--- config.mk ---
export PLATFORM = sky130hd
export DESIGN_NAME = buffered_serial_port_top_flat
export DESIGN_NICKNAME = d
export VERILOG_FILES = /design/src/bsp_pkg.sv /design/src/bsp_item_if.sv /design/src/bsp_result_if.sv /design/src/bsp_ram.sv /design/src/bsp_datapath.sv /design/src/bsp_ctrl.sv /design/src/buffered_serial_port_top.sv /design/src/flat_wrapper.sv
export VERILOG_INCLUDE_DIRS = /design/src /design/src/src
export SDC_FILE = /design/constraint.sdc
export NUM_CORES = 1
export LEC_CHECK = 0
export ABC_AREA = 1
export ABC_CLOCK_PERIOD_IN_PS = 4500
export BUFFER_PORTS_ARGS = -buffer_cell sky130_fd_sc_hd__buf_2
export CAP_MARGIN = 10
export CORE_ASPECT_RATIO = 0.7
export CORE_MARGIN = 2
export CORE_UTILIZATION = 56
export DETAILED_ROUTE_END_ITERATION = 12
export PLACE_DENSITY = 0.79
export SLEW_MARGIN = 20
export SYNTH_ARGS = -nofsm -noshare
export SYNTH_HDL_FRONTEND = slang
export SYNTH_HIERARCHICAL = 1
export SYNTH_SLANG_ARGS = --single-unit
--- constraint.sdc ---
create_clock -name clk -period 4.5 [get_ports clk]
set_clock_uncertainty 0.2 [all_clocks]
set_input_delay 0.9 -clock clk [delete_from_list [all_inputs] [get_ports clk]]
set_output_delay 0.9 -clock clk [all_outputs]
set_load 0.005 [all_outputs]
--- src/assert_macros.svh ---
// Assertion macros shared by the buffered serial port RTL.
// Each macro expects signals named clk and rst_n in the including scope.
`ifndef ASSERT_MACROS_SVH
`define ASSERT_MACROS_SVH

// The consequent must hold in the same cycle as the antecedent.
`define BSP_CHECK_NOW(label, ante, cons) \
    label: assert property (@(posedge clk) disable iff (!rst_n) (ante) |-> (cons)) \
        else $error("bsp: same-cycle check failed");

// The consequent must hold in the cycle after the antecedent.
`define BSP_CHECK_NEXT(label, ante, cons) \
    label: assert property (@(posedge clk) disable iff (!rst_n) (ante) |=> (cons)) \
        else $error("bsp: next-cycle check failed");

`endif

--- src/bsp_pkg.sv ---
// Package for the buffered serial port: payload structs, codes and defaults.
// Used by every other file of the block but bsp_ram and the assertion macros; depends on nothing.
package bsp_pkg;

    // Default sizes, handed to the top-level parameters.
    localparam int TX_DEPTH_DEF       = 16;
    localparam int RX_DEPTH_DEF       = 32;
    localparam int CHARS_PER_TICK_DEF = 4;

    // Configuration port.
    localparam int          CFG_IDX_W      = 1;
    localparam int          CFG_DATA_W     = 16;
    localparam logic        CFG_ASYNC_MODE = 1'b0;
    localparam logic        CFG_COST_LIMIT = 1'b1;
    localparam logic [15:0] COST_LIMIT_RESET = 16'd50;

    // Input commands.
    localparam logic [2:0] CMD_CONTROL = 3'd0;
    localparam logic [2:0] CMD_STATUS  = 3'd1;
    localparam logic [2:0] CMD_TX_DATA = 3'd2;
    localparam logic [2:0] CMD_RX_READ = 3'd3;
    localparam logic [2:0] CMD_RX_BYTE = 3'd4;
    localparam logic [2:0] CMD_TICK    = 3'd5;

    // Codes written to the command register.
    localparam logic [7:0] CODE_IRQ_ON  = 8'd3;
    localparam logic [7:0] CODE_IRQ_OFF = 8'd4;

    // Result kinds.
    localparam logic [1:0] KIND_REPLY = 2'd0;
    localparam logic [1:0] KIND_CHAR  = 2'd1;
    localparam logic [1:0] KIND_NONE  = 2'd2;

    localparam logic [15:0] EMPTY_READ = 16'hFFFF;
    localparam logic [15:0] COST_MAX   = 16'hFFFF;

    typedef struct packed {
        logic [2:0]  command;
        logic [7:0]  value;
        logic [15:0] timeslice;
    } bsp_item_t;

    typedef struct packed {
        logic [1:0]  kind;
        logic [15:0] read_data;
        logic [7:0]  tx_char;
        logic        interrupt;
        logic        stall_hint;
        logic        last;
    } bsp_result_t;

    // Commands from the controller to the datapath.
    typedef struct packed {
        logic take_item;
        logic run_single;
        logic start_drain;
        logic drain_step;
    } bsp_ctl_t;

    // Status from the datapath to the controller.
    typedef struct packed {
        logic out_free;
        logic drain_needed;
        logic drain_last;
    } bsp_sts_t;

endpackage

--- src/bsp_item_if.sv ---
// Input channel of the buffered serial port: valid, ready and one item.
// Depends on bsp_pkg for the item struct.
interface bsp_item_if;
    logic              valid;
    logic              ready;
    bsp_pkg::bsp_item_t data;

    modport source (output valid, output data, input ready);
    modport sink   (input valid, input data, output ready);
endinterface

--- src/bsp_result_if.sv ---
// Output channel of the buffered serial port: valid, ready and one result.
// Depends on bsp_pkg for the result struct.
interface bsp_result_if;
    logic                valid;
    logic                ready;
    bsp_pkg::bsp_result_t data;

    modport source (output valid, output data, input ready);
    modport sink   (input valid, input data, output ready);
endinterface

--- src/bsp_ram.sv ---
// Generic single-write, single-read RAM with a registered read port.
// Stand-alone; no package needed.
module bsp_ram #(
    parameter int WIDTH = 8,
    parameter int DEPTH = 16
) (
    input  logic                     clk,
    input  logic                     wr_en,
    input  logic [$clog2(DEPTH)-1:0] wr_addr,
    input  logic [WIDTH-1:0]         wr_data,
    input  logic [$clog2(DEPTH)-1:0] rd_addr,
    output logic [WIDTH-1:0]         rd_data
);

    logic [WIDTH-1:0] mem_reg [DEPTH];
    logic [WIDTH-1:0] rd_data_reg;

    // Write port and registered read port.
    always_ff @(posedge clk)
    begin
        if (wr_en)
        begin
            mem_reg[wr_addr] <= wr_data;
        end
        rd_data_reg <= mem_reg[rd_addr];
    end

    assign rd_data = rd_data_reg;

endmodule

--- src/bsp_datapath.sv ---
// Datapath of the buffered serial port: registers, both buffers and the result register.
// Depends on bsp_pkg and bsp_ram; driven by bsp_ctrl through bsp_ctl_t.
module bsp_datapath #(
    parameter int TX_DEPTH       = bsp_pkg::TX_DEPTH_DEF,
    parameter int RX_DEPTH       = bsp_pkg::RX_DEPTH_DEF,
    parameter int CHARS_PER_TICK = bsp_pkg::CHARS_PER_TICK_DEF
) (
    input  logic                           clk,
    input  logic                           rst_n,
    input  logic                           cfg_wr_en,
    input  logic [bsp_pkg::CFG_IDX_W-1:0]  cfg_index,
    input  logic [bsp_pkg::CFG_DATA_W-1:0] cfg_wdata,
    input  bsp_pkg::bsp_item_t             item_data,
    input  bsp_pkg::bsp_ctl_t              ctl,
    output bsp_pkg::bsp_sts_t              sts,
    output logic                           result_valid,
    input  logic                           result_ready,
    output bsp_pkg::bsp_result_t           result_data
);

    localparam int TX_AW = $clog2(TX_DEPTH);
    localparam int TX_FW = $clog2(TX_DEPTH + 1);
    localparam int RX_AW = $clog2(RX_DEPTH);
    localparam int RX_CW = $clog2(RX_DEPTH + 1);
    localparam int CNT_W = $clog2(CHARS_PER_TICK + 1);

    localparam logic [TX_FW-1:0] TX_FULL     = TX_FW'(TX_DEPTH);
    localparam logic [RX_AW-1:0] RX_LAST     = RX_AW'(RX_DEPTH - 1);
    localparam logic [RX_CW-1:0] RX_CREDIT_0 = RX_CW'(RX_DEPTH);
    localparam logic [15:0]      CPT         = 16'(CHARS_PER_TICK);
    localparam logic [CNT_W-1:0] CNT_ONE     = CNT_W'(1);

    // Configuration and port state.
    logic              async_reg, async_next;
    logic [15:0]       cost_limit_reg, cost_limit_next;
    logic              irq_en_reg, irq_en_next;
    logic              busy_reg, busy_next;
    logic [15:0]       cost_reg, cost_next;
    logic [TX_FW-1:0]  tx_fill_reg, tx_fill_next;
    logic [TX_FW-1:0]  tx_pos_reg, tx_pos_next;
    logic [RX_AW-1:0]  rx_wr_idx_reg, rx_wr_idx_next;
    logic              rx_wr_wrap_reg, rx_wr_wrap_next;
    logic [RX_AW-1:0]  rx_rd_idx_reg, rx_rd_idx_next;
    logic              rx_rd_wrap_reg, rx_rd_wrap_next;
    logic [RX_CW-1:0]  rx_credit_reg, rx_credit_next;
    logic [CNT_W-1:0]  drain_cnt_reg, drain_cnt_next;
    logic              out_valid_reg, out_valid_next;

    // Payload registers.
    bsp_pkg::bsp_item_t   item_reg;
    bsp_pkg::bsp_result_t out_data_reg, out_data_next;
    logic                 out_load;

    // Buffer ports.
    logic             tx_we, rx_we;
    logic [7:0]       tx_rd_data, rx_rd_data;
    logic [TX_FW-1:0] tx_pos_inc;

    // Drain count for a tick: pending characters, capped by budget and per-tick limit.
    logic [TX_FW-1:0] tx_pend;
    logic [15:0]      pend_wide, pend_by_ts, pend_capped;
    logic             rx_empty, direct_send;

    assign tx_pend     = tx_fill_reg - tx_pos_reg;
    assign pend_wide   = 16'(tx_pend);
    assign pend_by_ts  = (pend_wide > item_reg.timeslice) ? item_reg.timeslice : pend_wide;
    assign pend_capped = (pend_by_ts > CPT) ? CPT : pend_by_ts;
    assign rx_empty    = (rx_wr_idx_reg == rx_rd_idx_reg) && (rx_wr_wrap_reg == rx_rd_wrap_reg);
    assign direct_send = (!async_reg || (cost_reg < cost_limit_reg)) && (tx_fill_reg == '0);
    assign tx_pos_inc  = tx_pos_reg + TX_FW'(1);

    // Status toward the controller.
    assign sts.out_free     = !out_valid_reg || result_ready;
    assign sts.drain_needed = (item_reg.command == bsp_pkg::CMD_TICK) && (cost_reg == '0)
                              && (pend_capped != '0);
    assign sts.drain_last   = (drain_cnt_reg == CNT_ONE);

    // Next-state logic for all port state and the result register.
    always_comb
    begin
        async_next      = async_reg;
        cost_limit_next = cost_limit_reg;
        irq_en_next     = irq_en_reg;
        busy_next       = busy_reg;
        cost_next       = cost_reg;
        tx_fill_next    = tx_fill_reg;
        tx_pos_next     = tx_pos_reg;
        rx_wr_idx_next  = rx_wr_idx_reg;
        rx_wr_wrap_next = rx_wr_wrap_reg;
        rx_rd_idx_next  = rx_rd_idx_reg;
        rx_rd_wrap_next = rx_rd_wrap_reg;
        rx_credit_next  = rx_credit_reg;
        drain_cnt_next  = drain_cnt_reg;
        tx_we           = 1'b0;
        rx_we           = 1'b0;
        out_load        = 1'b0;
        out_data_next   = '0;

        // Configuration writes.
        if (cfg_wr_en)
        begin
            case (cfg_index)
                bsp_pkg::CFG_ASYNC_MODE: async_next      = cfg_wdata[0];
                bsp_pkg::CFG_COST_LIMIT: cost_limit_next = cfg_wdata;
                default: ;
            endcase
        end

        // Items that give a single result.
        if (ctl.run_single)
        begin
            out_load           = 1'b1;
            out_data_next.last = 1'b1;
            out_data_next.kind = bsp_pkg::KIND_NONE;
            case (item_reg.command)
                bsp_pkg::CMD_CONTROL:
                begin
                    out_data_next.kind = bsp_pkg::KIND_REPLY;
                    if (item_reg.value == bsp_pkg::CODE_IRQ_ON)
                    begin
                        irq_en_next = 1'b1;
                    end
                    else if (item_reg.value == bsp_pkg::CODE_IRQ_OFF)
                    begin
                        irq_en_next = 1'b0;
                    end
                end
                bsp_pkg::CMD_STATUS:
                begin
                    out_data_next.kind       = bsp_pkg::KIND_REPLY;
                    out_data_next.read_data  = 16'(busy_reg);
                    out_data_next.stall_hint = busy_reg;
                end
                bsp_pkg::CMD_TX_DATA:
                begin
                    if (direct_send)
                    begin
                        out_data_next.kind    = bsp_pkg::KIND_CHAR;
                        out_data_next.tx_char = item_reg.value;
                        if (cost_reg != bsp_pkg::COST_MAX)
                        begin
                            cost_next = cost_reg + 16'd1;
                        end
                    end
                    else
                    begin
                        out_data_next.kind = bsp_pkg::KIND_REPLY;
                        if (tx_fill_reg < TX_FULL)
                        begin
                            tx_we        = 1'b1;
                            tx_fill_next = tx_fill_reg + TX_FW'(1);
                            if (tx_fill_next == TX_FULL)
                            begin
                                busy_next = 1'b1;
                            end
                        end
                    end
                end
                bsp_pkg::CMD_RX_READ:
                begin
                    out_data_next.kind = bsp_pkg::KIND_REPLY;
                    if (rx_empty)
                    begin
                        out_data_next.read_data  = bsp_pkg::EMPTY_READ;
                        out_data_next.stall_hint = 1'b1;
                    end
                    else
                    begin
                        out_data_next.read_data = 16'(rx_rd_data);
                        if (rx_rd_idx_reg == RX_LAST)
                        begin
                            rx_rd_idx_next  = '0;
                            rx_rd_wrap_next = !rx_rd_wrap_reg;
                        end
                        else
                        begin
                            rx_rd_idx_next = rx_rd_idx_reg + RX_AW'(1);
                        end
                        if (rx_credit_reg < RX_CREDIT_0)
                        begin
                            rx_credit_next = rx_credit_reg + RX_CW'(1);
                        end
                    end
                end
                bsp_pkg::CMD_RX_BYTE:
                begin
                    if (rx_credit_reg != '0)
                    begin
                        rx_we                   = 1'b1;
                        out_data_next.interrupt = irq_en_reg;
                        rx_credit_next          = rx_credit_reg - RX_CW'(1);
                        if (rx_wr_idx_reg == RX_LAST)
                        begin
                            rx_wr_idx_next  = '0;
                            rx_wr_wrap_next = !rx_wr_wrap_reg;
                        end
                        else
                        begin
                            rx_wr_idx_next = rx_wr_idx_reg + RX_AW'(1);
                        end
                    end
                end
                bsp_pkg::CMD_TICK:
                begin
                    // A tick that reaches here has cost to pay or nothing to send.
                    if (cost_reg != '0)
                    begin
                        cost_next = (cost_reg < item_reg.timeslice) ? '0
                                    : cost_reg - item_reg.timeslice;
                    end
                end
                default: ;
            endcase
        end

        // Load the number of characters this tick will drain.
        if (ctl.start_drain)
        begin
            drain_cnt_next = pend_capped[CNT_W-1:0];
        end

        // Send one buffered character; the one that empties the buffer resets it.
        if (ctl.drain_step)
        begin
            out_load              = 1'b1;
            out_data_next.kind    = bsp_pkg::KIND_CHAR;
            out_data_next.tx_char = tx_rd_data;
            out_data_next.last    = (drain_cnt_reg == CNT_ONE);
            drain_cnt_next        = drain_cnt_reg - CNT_ONE;
            if (tx_pos_inc == tx_fill_reg)
            begin
                tx_pos_next             = '0;
                tx_fill_next            = '0;
                busy_next               = 1'b0;
                out_data_next.interrupt = irq_en_reg;
            end
            else
            begin
                tx_pos_next = tx_pos_inc;
            end
        end

        // Result register handshake.
        if (out_load)
        begin
            out_valid_next = 1'b1;
        end
        else if (result_ready)
        begin
            out_valid_next = 1'b0;
        end
        else
        begin
            out_valid_next = out_valid_reg;
        end
    end

    // Control state registers.
    always_ff @(posedge clk or negedge rst_n)
    begin
        if (!rst_n)
        begin
            async_reg      <= 1'b0;
            cost_limit_reg <= bsp_pkg::COST_LIMIT_RESET;
            irq_en_reg     <= 1'b0;
            busy_reg       <= 1'b0;
            cost_reg       <= '0;
            tx_fill_reg    <= '0;
            tx_pos_reg     <= '0;
            rx_wr_idx_reg  <= '0;
            rx_wr_wrap_reg <= 1'b0;
            rx_rd_idx_reg  <= '0;
            rx_rd_wrap_reg <= 1'b0;
            rx_credit_reg  <= RX_CREDIT_0;
            drain_cnt_reg  <= '0;
            out_valid_reg  <= 1'b0;
        end
        else
        begin
            async_reg      <= async_next;
            cost_limit_reg <= cost_limit_next;
            irq_en_reg     <= irq_en_next;
            busy_reg       <= busy_next;
            cost_reg       <= cost_next;
            tx_fill_reg    <= tx_fill_next;
            tx_pos_reg     <= tx_pos_next;
            rx_wr_idx_reg  <= rx_wr_idx_next;
            rx_wr_wrap_reg <= rx_wr_wrap_next;
            rx_rd_idx_reg  <= rx_rd_idx_next;
            rx_rd_wrap_reg <= rx_rd_wrap_next;
            rx_credit_reg  <= rx_credit_next;
            drain_cnt_reg  <= drain_cnt_next;
            out_valid_reg  <= out_valid_next;
        end
    end

    // Payload registers: the accepted item and the pending result.
    always_ff @(posedge clk)
    begin
        if (ctl.take_item)
        begin
            item_reg <= item_data;
        end
        if (out_load)
        begin
            out_data_reg <= out_data_next;
        end
    end

    // The read ports follow the next pointer values, so the registered read data
    // matches the registered pointer.
    bsp_ram #(
        .WIDTH (8),
        .DEPTH (TX_DEPTH)
    ) u_tx_ram (
        .clk     (clk),
        .wr_en   (tx_we),
        .wr_addr (tx_fill_reg[TX_AW-1:0]),
        .wr_data (item_reg.value),
        .rd_addr (tx_pos_next[TX_AW-1:0]),
        .rd_data (tx_rd_data)
    );

    bsp_ram #(
        .WIDTH (8),
        .DEPTH (RX_DEPTH)
    ) u_rx_ram (
        .clk     (clk),
        .wr_en   (rx_we),
        .wr_addr (rx_wr_idx_reg),
        .wr_data (item_reg.value),
        .rd_addr (rx_rd_idx_next),
        .rd_data (rx_rd_data)
    );

    assign result_valid = out_valid_reg;
    assign result_data  = out_data_reg;

endmodule

--- src/bsp_ctrl.sv ---
// Controller of the buffered serial port: accepts items and sequences the datapath.
// Depends on bsp_pkg for the command and status structs.
module bsp_ctrl (
    input  logic              clk,
    input  logic              rst_n,
    input  logic              item_valid,
    output logic              item_ready,
    input  bsp_pkg::bsp_sts_t sts,
    output bsp_pkg::bsp_ctl_t ctl
);

    typedef enum logic [2:0] {
        S_IDLE   = 3'b001,
        S_DECIDE = 3'b010,
        S_DRAIN  = 3'b100
    } state_t;

    state_t state_reg, state_next;

    // Sequencing: one item at a time, one result per cycle in a drain when there is room.
    always_comb
    begin
        state_next  = state_reg;
        item_ready  = 1'b0;
        ctl         = '0;
        case (state_reg)
            S_IDLE:
            begin
                item_ready    = 1'b1;
                ctl.take_item = item_valid;
                if (item_valid)
                begin
                    state_next = S_DECIDE;
                end
            end
            S_DECIDE:
            begin
                if (sts.drain_needed)
                begin
                    ctl.start_drain = 1'b1;
                    state_next      = S_DRAIN;
                end
                else if (sts.out_free)
                begin
                    ctl.run_single = 1'b1;
                    state_next     = S_IDLE;
                end
            end
            S_DRAIN:
            begin
                if (sts.out_free)
                begin
                    ctl.drain_step = 1'b1;
                    if (sts.drain_last)
                    begin
                        state_next = S_IDLE;
                    end
                end
            end
            default:
            begin
                state_next = S_IDLE;
            end
        endcase
    end

    // State register.
    always_ff @(posedge clk or negedge rst_n)
    begin
        if (!rst_n)
        begin
            state_reg <= S_IDLE;
        end
        else
        begin
            state_reg <= state_next;
        end
    end

endmodule

--- src/buffered_serial_port_top.sv ---
// Channel    Dir   Transfer
// item       sink  command, value, timeslice
// result     src   kind, read_data, tx_char, interrupt, stall_hint, last
// cfg        sink  cfg_wr_en, cfg_index, cfg_wdata (write only)
//
// Control, status, data and receive items pass from the item register through the
// decide state to the result register. A draining tick sends one character a cycle
// while there is room, paced by the single read port of the transmit buffer.
// The block is ready right after reset; there is no clearing pass.
// A stalled result holds its register and the controller waits for room.
`include "assert_macros.svh"

// Top level of the buffered serial port; depends on bsp_pkg, both channel
// interfaces, bsp_ctrl and bsp_datapath.
module buffered_serial_port_top #(
    parameter int TX_DEPTH       = bsp_pkg::TX_DEPTH_DEF,
    parameter int RX_DEPTH       = bsp_pkg::RX_DEPTH_DEF,
    parameter int CHARS_PER_TICK = bsp_pkg::CHARS_PER_TICK_DEF
) (
    input  logic                           clk,
    input  logic                           rst_n,
    input  logic                           cfg_wr_en,
    input  logic [bsp_pkg::CFG_IDX_W-1:0]  cfg_index,
    input  logic [bsp_pkg::CFG_DATA_W-1:0] cfg_wdata,
    bsp_item_if.sink                       item,
    bsp_result_if.source                   result
);

    bsp_pkg::bsp_ctl_t ctl;
    bsp_pkg::bsp_sts_t sts;
    logic              item_ready;

    // Controller.
    bsp_ctrl u_ctrl (
        .clk        (clk),
        .rst_n      (rst_n),
        .item_valid (item.valid),
        .item_ready (item_ready),
        .sts        (sts),
        .ctl        (ctl)
    );

    assign item.ready = item_ready;

    // Datapath.
    bsp_datapath #(
        .TX_DEPTH       (TX_DEPTH),
        .RX_DEPTH       (RX_DEPTH),
        .CHARS_PER_TICK (CHARS_PER_TICK)
    ) u_datapath (
        .clk          (clk),
        .rst_n        (rst_n),
        .cfg_wr_en    (cfg_wr_en),
        .cfg_index    (cfg_index),
        .cfg_wdata    (cfg_wdata),
        .item_data    (item.data),
        .ctl          (ctl),
        .sts          (sts),
        .result_valid (result.valid),
        .result_ready (result.ready),
        .result_data  (result.data)
    );

    // Checks on the sequencing between controller and datapath.
    `BSP_CHECK_NEXT(a_one_item_at_a_time, item.valid && item.ready, !item.ready)
    `BSP_CHECK_NOW(a_emit_needs_room, ctl.run_single || ctl.drain_step, sts.out_free)
    `BSP_CHECK_NEXT(a_emit_loads_result, ctl.run_single || ctl.drain_step, result.valid)

endmodule
--- src/flat_wrapper.sv ---
// flat-port wrapper written by rule: the top's interface ports become plain ports
module buffered_serial_port_top_flat 
#(
    parameter int TX_DEPTH       = bsp_pkg::TX_DEPTH_DEF,
    parameter int RX_DEPTH       = bsp_pkg::RX_DEPTH_DEF,
    parameter int CHARS_PER_TICK = bsp_pkg::CHARS_PER_TICK_DEF
)
  (clk, rst_n, cfg_wr_en, cfg_index, cfg_wdata, item_valid, item_data, item_ready, result_valid, result_data, result_ready);
  bsp_item_if item_i ();
  bsp_result_if result_i ();
  input  logic clk;
  input  logic rst_n;
  input  logic cfg_wr_en;
  input  logic [bsp_pkg::CFG_IDX_W-1:0] cfg_index;
  input  logic [bsp_pkg::CFG_DATA_W-1:0] cfg_wdata;
  input wire logic [$bits(item_i.valid)-1:0] item_valid;
  input wire logic [$bits(item_i.data)-1:0] item_data;
  output wire logic [$bits(item_i.ready)-1:0] item_ready;
  output wire logic [$bits(result_i.valid)-1:0] result_valid;
  output wire logic [$bits(result_i.data)-1:0] result_data;
  input wire logic [$bits(result_i.ready)-1:0] result_ready;
  assign item_i.valid = item_valid;
  assign item_i.data = item_data;
  assign item_ready = item_i.ready;
  assign result_valid = result_i.valid;
  assign result_data = result_i.data;
  assign result_i.ready = result_ready;
  buffered_serial_port_top #(.TX_DEPTH(TX_DEPTH), .RX_DEPTH(RX_DEPTH), .CHARS_PER_TICK(CHARS_PER_TICK)) u_core (.clk(clk), .rst_n(rst_n), .cfg_wr_en(cfg_wr_en), .cfg_index(cfg_index), .cfg_wdata(cfg_wdata), .item(item_i), .result(result_i));
endmodule
== After elaboration in Yosys (flattened, before gate mapping) ==
Memory sizes are Yosys's and may differ from the RTL's. A register that Yosys moved wholly into a read port is not among the register bits.
Index checks and enable logic that the tools add are counted.
W data, S select, Z words.

* Register bits: 126
* Latch bits: 0
* RAM bits: 384
* Bits in read-only memories: 0
* Bits of input ports: 49
* Memories: 2

* Add/sub/neg operators: 10
* $mul: 0
* Divide/modulo/power cells: 0
* Order comparisons: 6
* Eq/ne operators: 28
* Shifts and indexed selects: 0
* Multiplexer cells: 77
* Bitwise logic cells: 3
* Reductions and logical operators: 32

{| class="wikitable"
|+ Memories
! name !! depth !! bits a word !! rd ports !! clocked after Yosys merged registers in !! write ports !! line !! text
|-
| u_core.u_datapath.u_rx_ram.mem_reg || 32 || 8 || 1 || 1 || 1 || bsp_ram.sv:15 || <nowiki>logic [WIDTH-1:0] mem_reg [DEPTH];</nowiki>
|-
| u_core.u_datapath.u_tx_ram.mem_reg || 16 || 8 || 1 || 1 || 1 || bsp_ram.sv:15 ||
|}

{| class="wikitable"
|+ Operator list
! kind !! number
|-
| $mux W16 || 7
|-
| $pmux W16 S2 || 2
|-
| $mux W5 || 12
|-
| $mux W1 || 36
|-
| $lt A16 B16 Y1 || 2
|-
| $reduce_bool A16 Y1 || 2
|-
| $mux W28 || 1
|-
| $mux W3 || 7
|-
| $add A5 B1 Y5 const B || 4
|-
| $mux W6 || 3
|-
| $add A16 B1 Y16 const B || 1
|-
| $gt A16 B3 Y1 const B || 1
|-
| $gt A5 B16 Y1 || 1
|-
| $logic_not A16 Y1 || 1
|-
| $mux W8 || 2
|-
| $ne A16 B16 Y1 const B || 1
|-
| $sub A16 B16 Y16 || 1
|-
| $eq A5 B5 Y1 const B || 3
|-
| $ne A2 B2 Y1 const B || 6
|-
| $pmux W6 S2 || 1
|-
| $reduce_and A4 Y1 || 3
|-
| $eq A5 B5 Y1 || 2
|-
| $reduce_and A5 Y1 || 2
|-
| $reduce_bool A2 Y1 || 5
|-
| other kinds (31) || 50
|}

== Depth between registers and ports, before layout ==
* Depth in word-level cells: 12
* Gate-level depth with buffers: 42
* Depth with buffers taken out: 39

== By module ==
Netlist, hierarchy kept.

{| class="wikitable"
|+ By module, submodules not included
! module !! instances !! cells an instance !! area each (sq um) !! sequential area each (sq um)
|-
| bsp_ram at u_core.u_datapath.u_rx_ram || 1 || 922 || 10,786.6 || 7,847.5
|-
| bsp_datapath || 1 || 874 || 7,233.2 || 3,153.0
|-
| bsp_ram at u_core.u_datapath.u_tx_ram || 1 || 551 || 5,766.8 || 4,003.8
|-
| bsp_ctrl || 1 || 31 || 207.7 || 76.3
|}

== Worst setup path after synthesis ==
OpenSTA, ideal clock, no wires.

* Kind: register -> register
* Start point: register u_core.u_datapath.tx_fill_reg[0]
* End point: register u_core.u_datapath.u_rx_ram.rd_data_reg[1] (netlist: u_core/u_datapath/u_rx_ram/rd_data[1]) (read register of u_core.u_datapath.u_rx_ram.mem_reg)
* Library setup time: 0.058 ns
* Data arrival time: 4.628 ns
* Required time: 4.242 ns
* Slack: -0.387 ns
* Stages on the path, launching flop included: 40
* Buffers on the path: 3
* Cell sequence: dfrtp_1 > inv_1 > ha_1 > inv_1 > fa_1 > nand3_1 > nand2_1 > xor2_1 > ha_1 > nand3_1 > inv_1 > nand2_1 > and2_1 > nand2_1 > o21ai_0 > nand2_1 > nor2_1 > nor2_1 > [4 not listed] > inv_1 > nor2_1 > nand2_1 > inv_1 > nand2_1 > inv_1 > nand2_1 > nand2_1 > o211ai_1 > inv_1 > clkbuf_1 > clkbuf_1 > nand3_1 > nand2_1 > nand2_1 > nand2_1 > nand2_1 > nand2_1

{| class="wikitable"
|+ RTL lines
! element !! line !! text
|-
| from (decl) || bsp_datapath.sv:39 || <nowiki>logic [TX_FW-1:0] tx_fill_reg, tx_fill_next;</nowiki>
|-
| from (signal assigned) || bsp_datapath.sv:285 || <nowiki>tx_fill_reg <= tx_fill_next;</nowiki>
|-
| to (decl) || bsp_ram.sv:16 || <nowiki>logic [WIDTH-1:0] rd_data_reg;</nowiki>
|}

==> impl_metrics.env <==
export IMPL_outcome="finished, violations left"
export IMPL_violations="setup timing"
export IMPL_dpl_worst_slack_ps=-637
export IMPL_async_flop_share_pct=13.5
export IMPL_cts_max_level=2
export IMPL_cp_arrival_ps=5320
export IMPL_clock_latency_ps=590
export IMPL_clockRootBuffer="clkbuf_16"
export IMPL_rows=63
export IMPL_synth_area_top_cells="edfxtp_1, nand2_1, nand3_1, dfrtp_1, inv_1"
export IMPL_drt_iter0_drc=2445
export IMPL_cts_hold_buffers=0
export IMPL_tightest_slew_ps=1110
export IMPL_synth_edf_count=433
export IMPL_synthFlopType="edfxtp_1"
export IMPL_final_nets=2690
export IMPL_grt_pass1_wl_um=99400
export IMPL_first_pass_iters=6
export IMPL_grt_pass1_vias=17500
export IMPL_layout_min_cycle_time_ps=4990
export IMPL_grt_max_degree=52
export IMPL_grtUsageMet2_pct=43.9
export IMPL_overflow=0
export IMPL_crit_path_max_incr_delay_ps=400
export IMPL_slew_viol_final=0
export IMPL_synth_top_area_share_pct=54.2
export IMPL_yosysWarnings=6
export IMPL_cp_max_fo=8
export IMPL_min_path_type="in2async"
export IMPL_worst_setup_path_type="reg2reg"
export IMPL_max_slew_margin_rel_pct=26.2
export IMPL_largest_register_ffs=256
export IMPL_grtUsageMet1_pct=42.5
export IMPL_clk_pin_slew_ps=60
export IMPL_rr_worst_depth=39
export IMPL_finalCritPeriodShare_pct=111
export IMPL_peakVddDrop_v=0.000333
export IMPL_cts_path_max_buffers=3
export IMPL_via_count=18500
export IMPL_critPathLaunchType="flip-flop"
export IMPL_io_buffers=79
export IMPL_critPathRequiredTime_ps=4830
export IMPL_grt_use_met3_pct=7.12
export IMPL_syn_inst=2378
export IMPL_slowest_stage="dfrtp_1"
export IMPL_ant_nets=0
export IMPL_cts_tree="yes"
export IMPL_initial_core_util_pct=56.7
export IMPL_synth_seq_area_share_pct=62.9
export IMPL_fin_ws_ps=-494
export IMPL_synth_cell_types=44
export IMPL_track_usage_pct=29.2
export IMPL_rsz0062_at_grt="yes"
export IMPL_coreArea_sq_um=42300
export IMPL_vias_per_cell=5.85
export IMPL_ioPinCount=80
export IMPL_power_density_nw_per_um2=490
export IMPL_syn_cell_area_sq_um=24000
export IMPL_synth_seq_cells=519
export IMPL_r2r_setup_slack_ps=-490
export IMPL_setup_violations=29
export IMPL_avgSynthCellArea_sq_um=10.1
export IMPL_syn2layout_area_growth_pct=19.3
export IMPL_gp_congestion=0.921
export IMPL_max_freq_mhz=200
export IMPL_routedWlPerCell_um=21.0
export IMPL_busiest_layer="met2"
export IMPL_cts_buffers=47
export IMPL_antenna_found_initial=0
export IMPL_finalWirelength_um=66600
export IMPL_worst_hold_slack_ps=117
export IMPL_antenna_cells=0
export IMPL_hold_violations=0
export IMPL_worstSetupEndpointType="flip-flop"
export IMPL_synth_top_cell_by_area="edfxtp_1"
export IMPL_dieWidth_um=251
export IMPL_die_h_um=177
export IMPL_syn_nets=2487
export IMPL_cts_sinks=519
export IMPL_power_leakage_nw=12.2
export IMPL_cap_viol_max_count=0
export IMPL_route_detailed_drc=0
export IMPL_die_area_sq_um=44500
export IMPL_dp_hpwl_um=40200
export IMPL_cp_common_cell="nand2_2"
export IMPL_drive_gt1_share_pct=19.7
[cell type report]
type	instances	area, sq um
sequential	519	15100
fill	2961	13700
multi-input combinational	1512	7960
timing repair buffer	251	2390
clock buffer	71	1400
inverter	250	978
tap	552	691
clock inverter	14	119
[routing by layer]
metal,share of wire [%],vias up
met5,0,-
met4,2.8,0
met3,12,157
met2,45,1170
met1,40,8860
li1,-,8355
[report_power, final]
part	leakage [nW]	switching, mW	internal [mW]
Sequential	4.93	0.230	5.58
Clock	0.737	1.78	2.22
Combinational	6.55	2.63	1.59
[cells in the final DEF, fill, tap and decap left out, drive strengths merged, types with 7 or more instances in the layout]
cell,synthesis,routed
nand2,722,722
edfxtp,433,433
nand3,367,367
inv,250,248
buf,82,246
nor2,137,137
clkbuf,15,76
a21oi,70,70
dfrtp,65,65
ha,57,57
o21ai,53,53
xor2,23,23
xnor2,17,17
dfxtp,16,16
clkinv,0,13
nand4,12,12
nor3,12,12
nor4,7,7
[Yosys cell counts (all sizes together), types with 17 or more instances]
cell	number
inv	250
xor2	23
dfrtp	65
nor2	137
nand2	722
edfxtp	433
nand3	367
o21ai	53
buf	82
a21oi	70
ha	57
xnor2	17
[critical path: cells and delay by family, from the launching register on]
kind            cells  cell delay [ps]
compound gates      1              160
xor+xnor            1              160
fa+ha+maj           3              820
buf+inv            11             1140
flops               1              400
simple gates       23             2050
[cell families after synthesis]
| group | Yosys count | share of synthesized area (%) |
|---|---|---|
| DFF | 519 | 62.9 |
| xor gates and xnor gates | 40 | 1.46 |
| buffers and inverters | 347 | 6.82 |
| and+or+nand+nor | 1270 | 22.5 |
| AOI/OAI and AO/OA | 142 | 3.19 |
| adders and majority gates | 60 | 3.22 |
[path summary, 6_finish.rpt]
check,startpoint,to
min,rst_n,u_core/u_ctrl/state_reg[1]$_DFFE_PN0P_
max in group asynchronous,rst_n,u_core/u_datapath/tx_pos_reg[3]$_DFF_PN0_
min in group clk,u_core/u_datapath/irq_en_reg$_DFFE_PN0P_,u_core/u_datapath/irq_en_reg$_DFFE_PN0P_
max reg2reg,u_core/u_datapath/tx_fill_reg[0]$_DFF_PN0_,u_core/u_datapath/u_rx_ram/rd_data[4]$_DFF_P_
min reg2reg,u_core/u_datapath/irq_en_reg$_DFFE_PN0P_,u_core/u_datapath/irq_en_reg$_DFFE_PN0P_
max,u_core/u_datapath/tx_fill_reg[0]$_DFF_PN0_,u_core/u_datapath/u_rx_ram/rd_data[4]$_DFF_P_
[repair_timing]
action                                  CTS  global route
setup buffers                            17             6
gates resized for setup                  80           142
cloned                                   12             7
endpoints found under the setup margin  393           406
pin swaps                                27            28
[per-stage QoR]
stage                     total power, mW  cell area [sq um]  cells  util [%]  setup TNS, ps
after floorplan                      7.97              24000   2378         -              0
after global placement               8.82              25600   3044      60.4         -18130
after detailed placement             8.91              25600   3044      60.4         -51240
after CTS                            13.5              27900   3158      65.9          -1960
after global routing                 14.5              28600   3169      67.6         -67860
final                                14.0              28600   3169      67.6          -3840
Power figures use the tool's default switching activity.
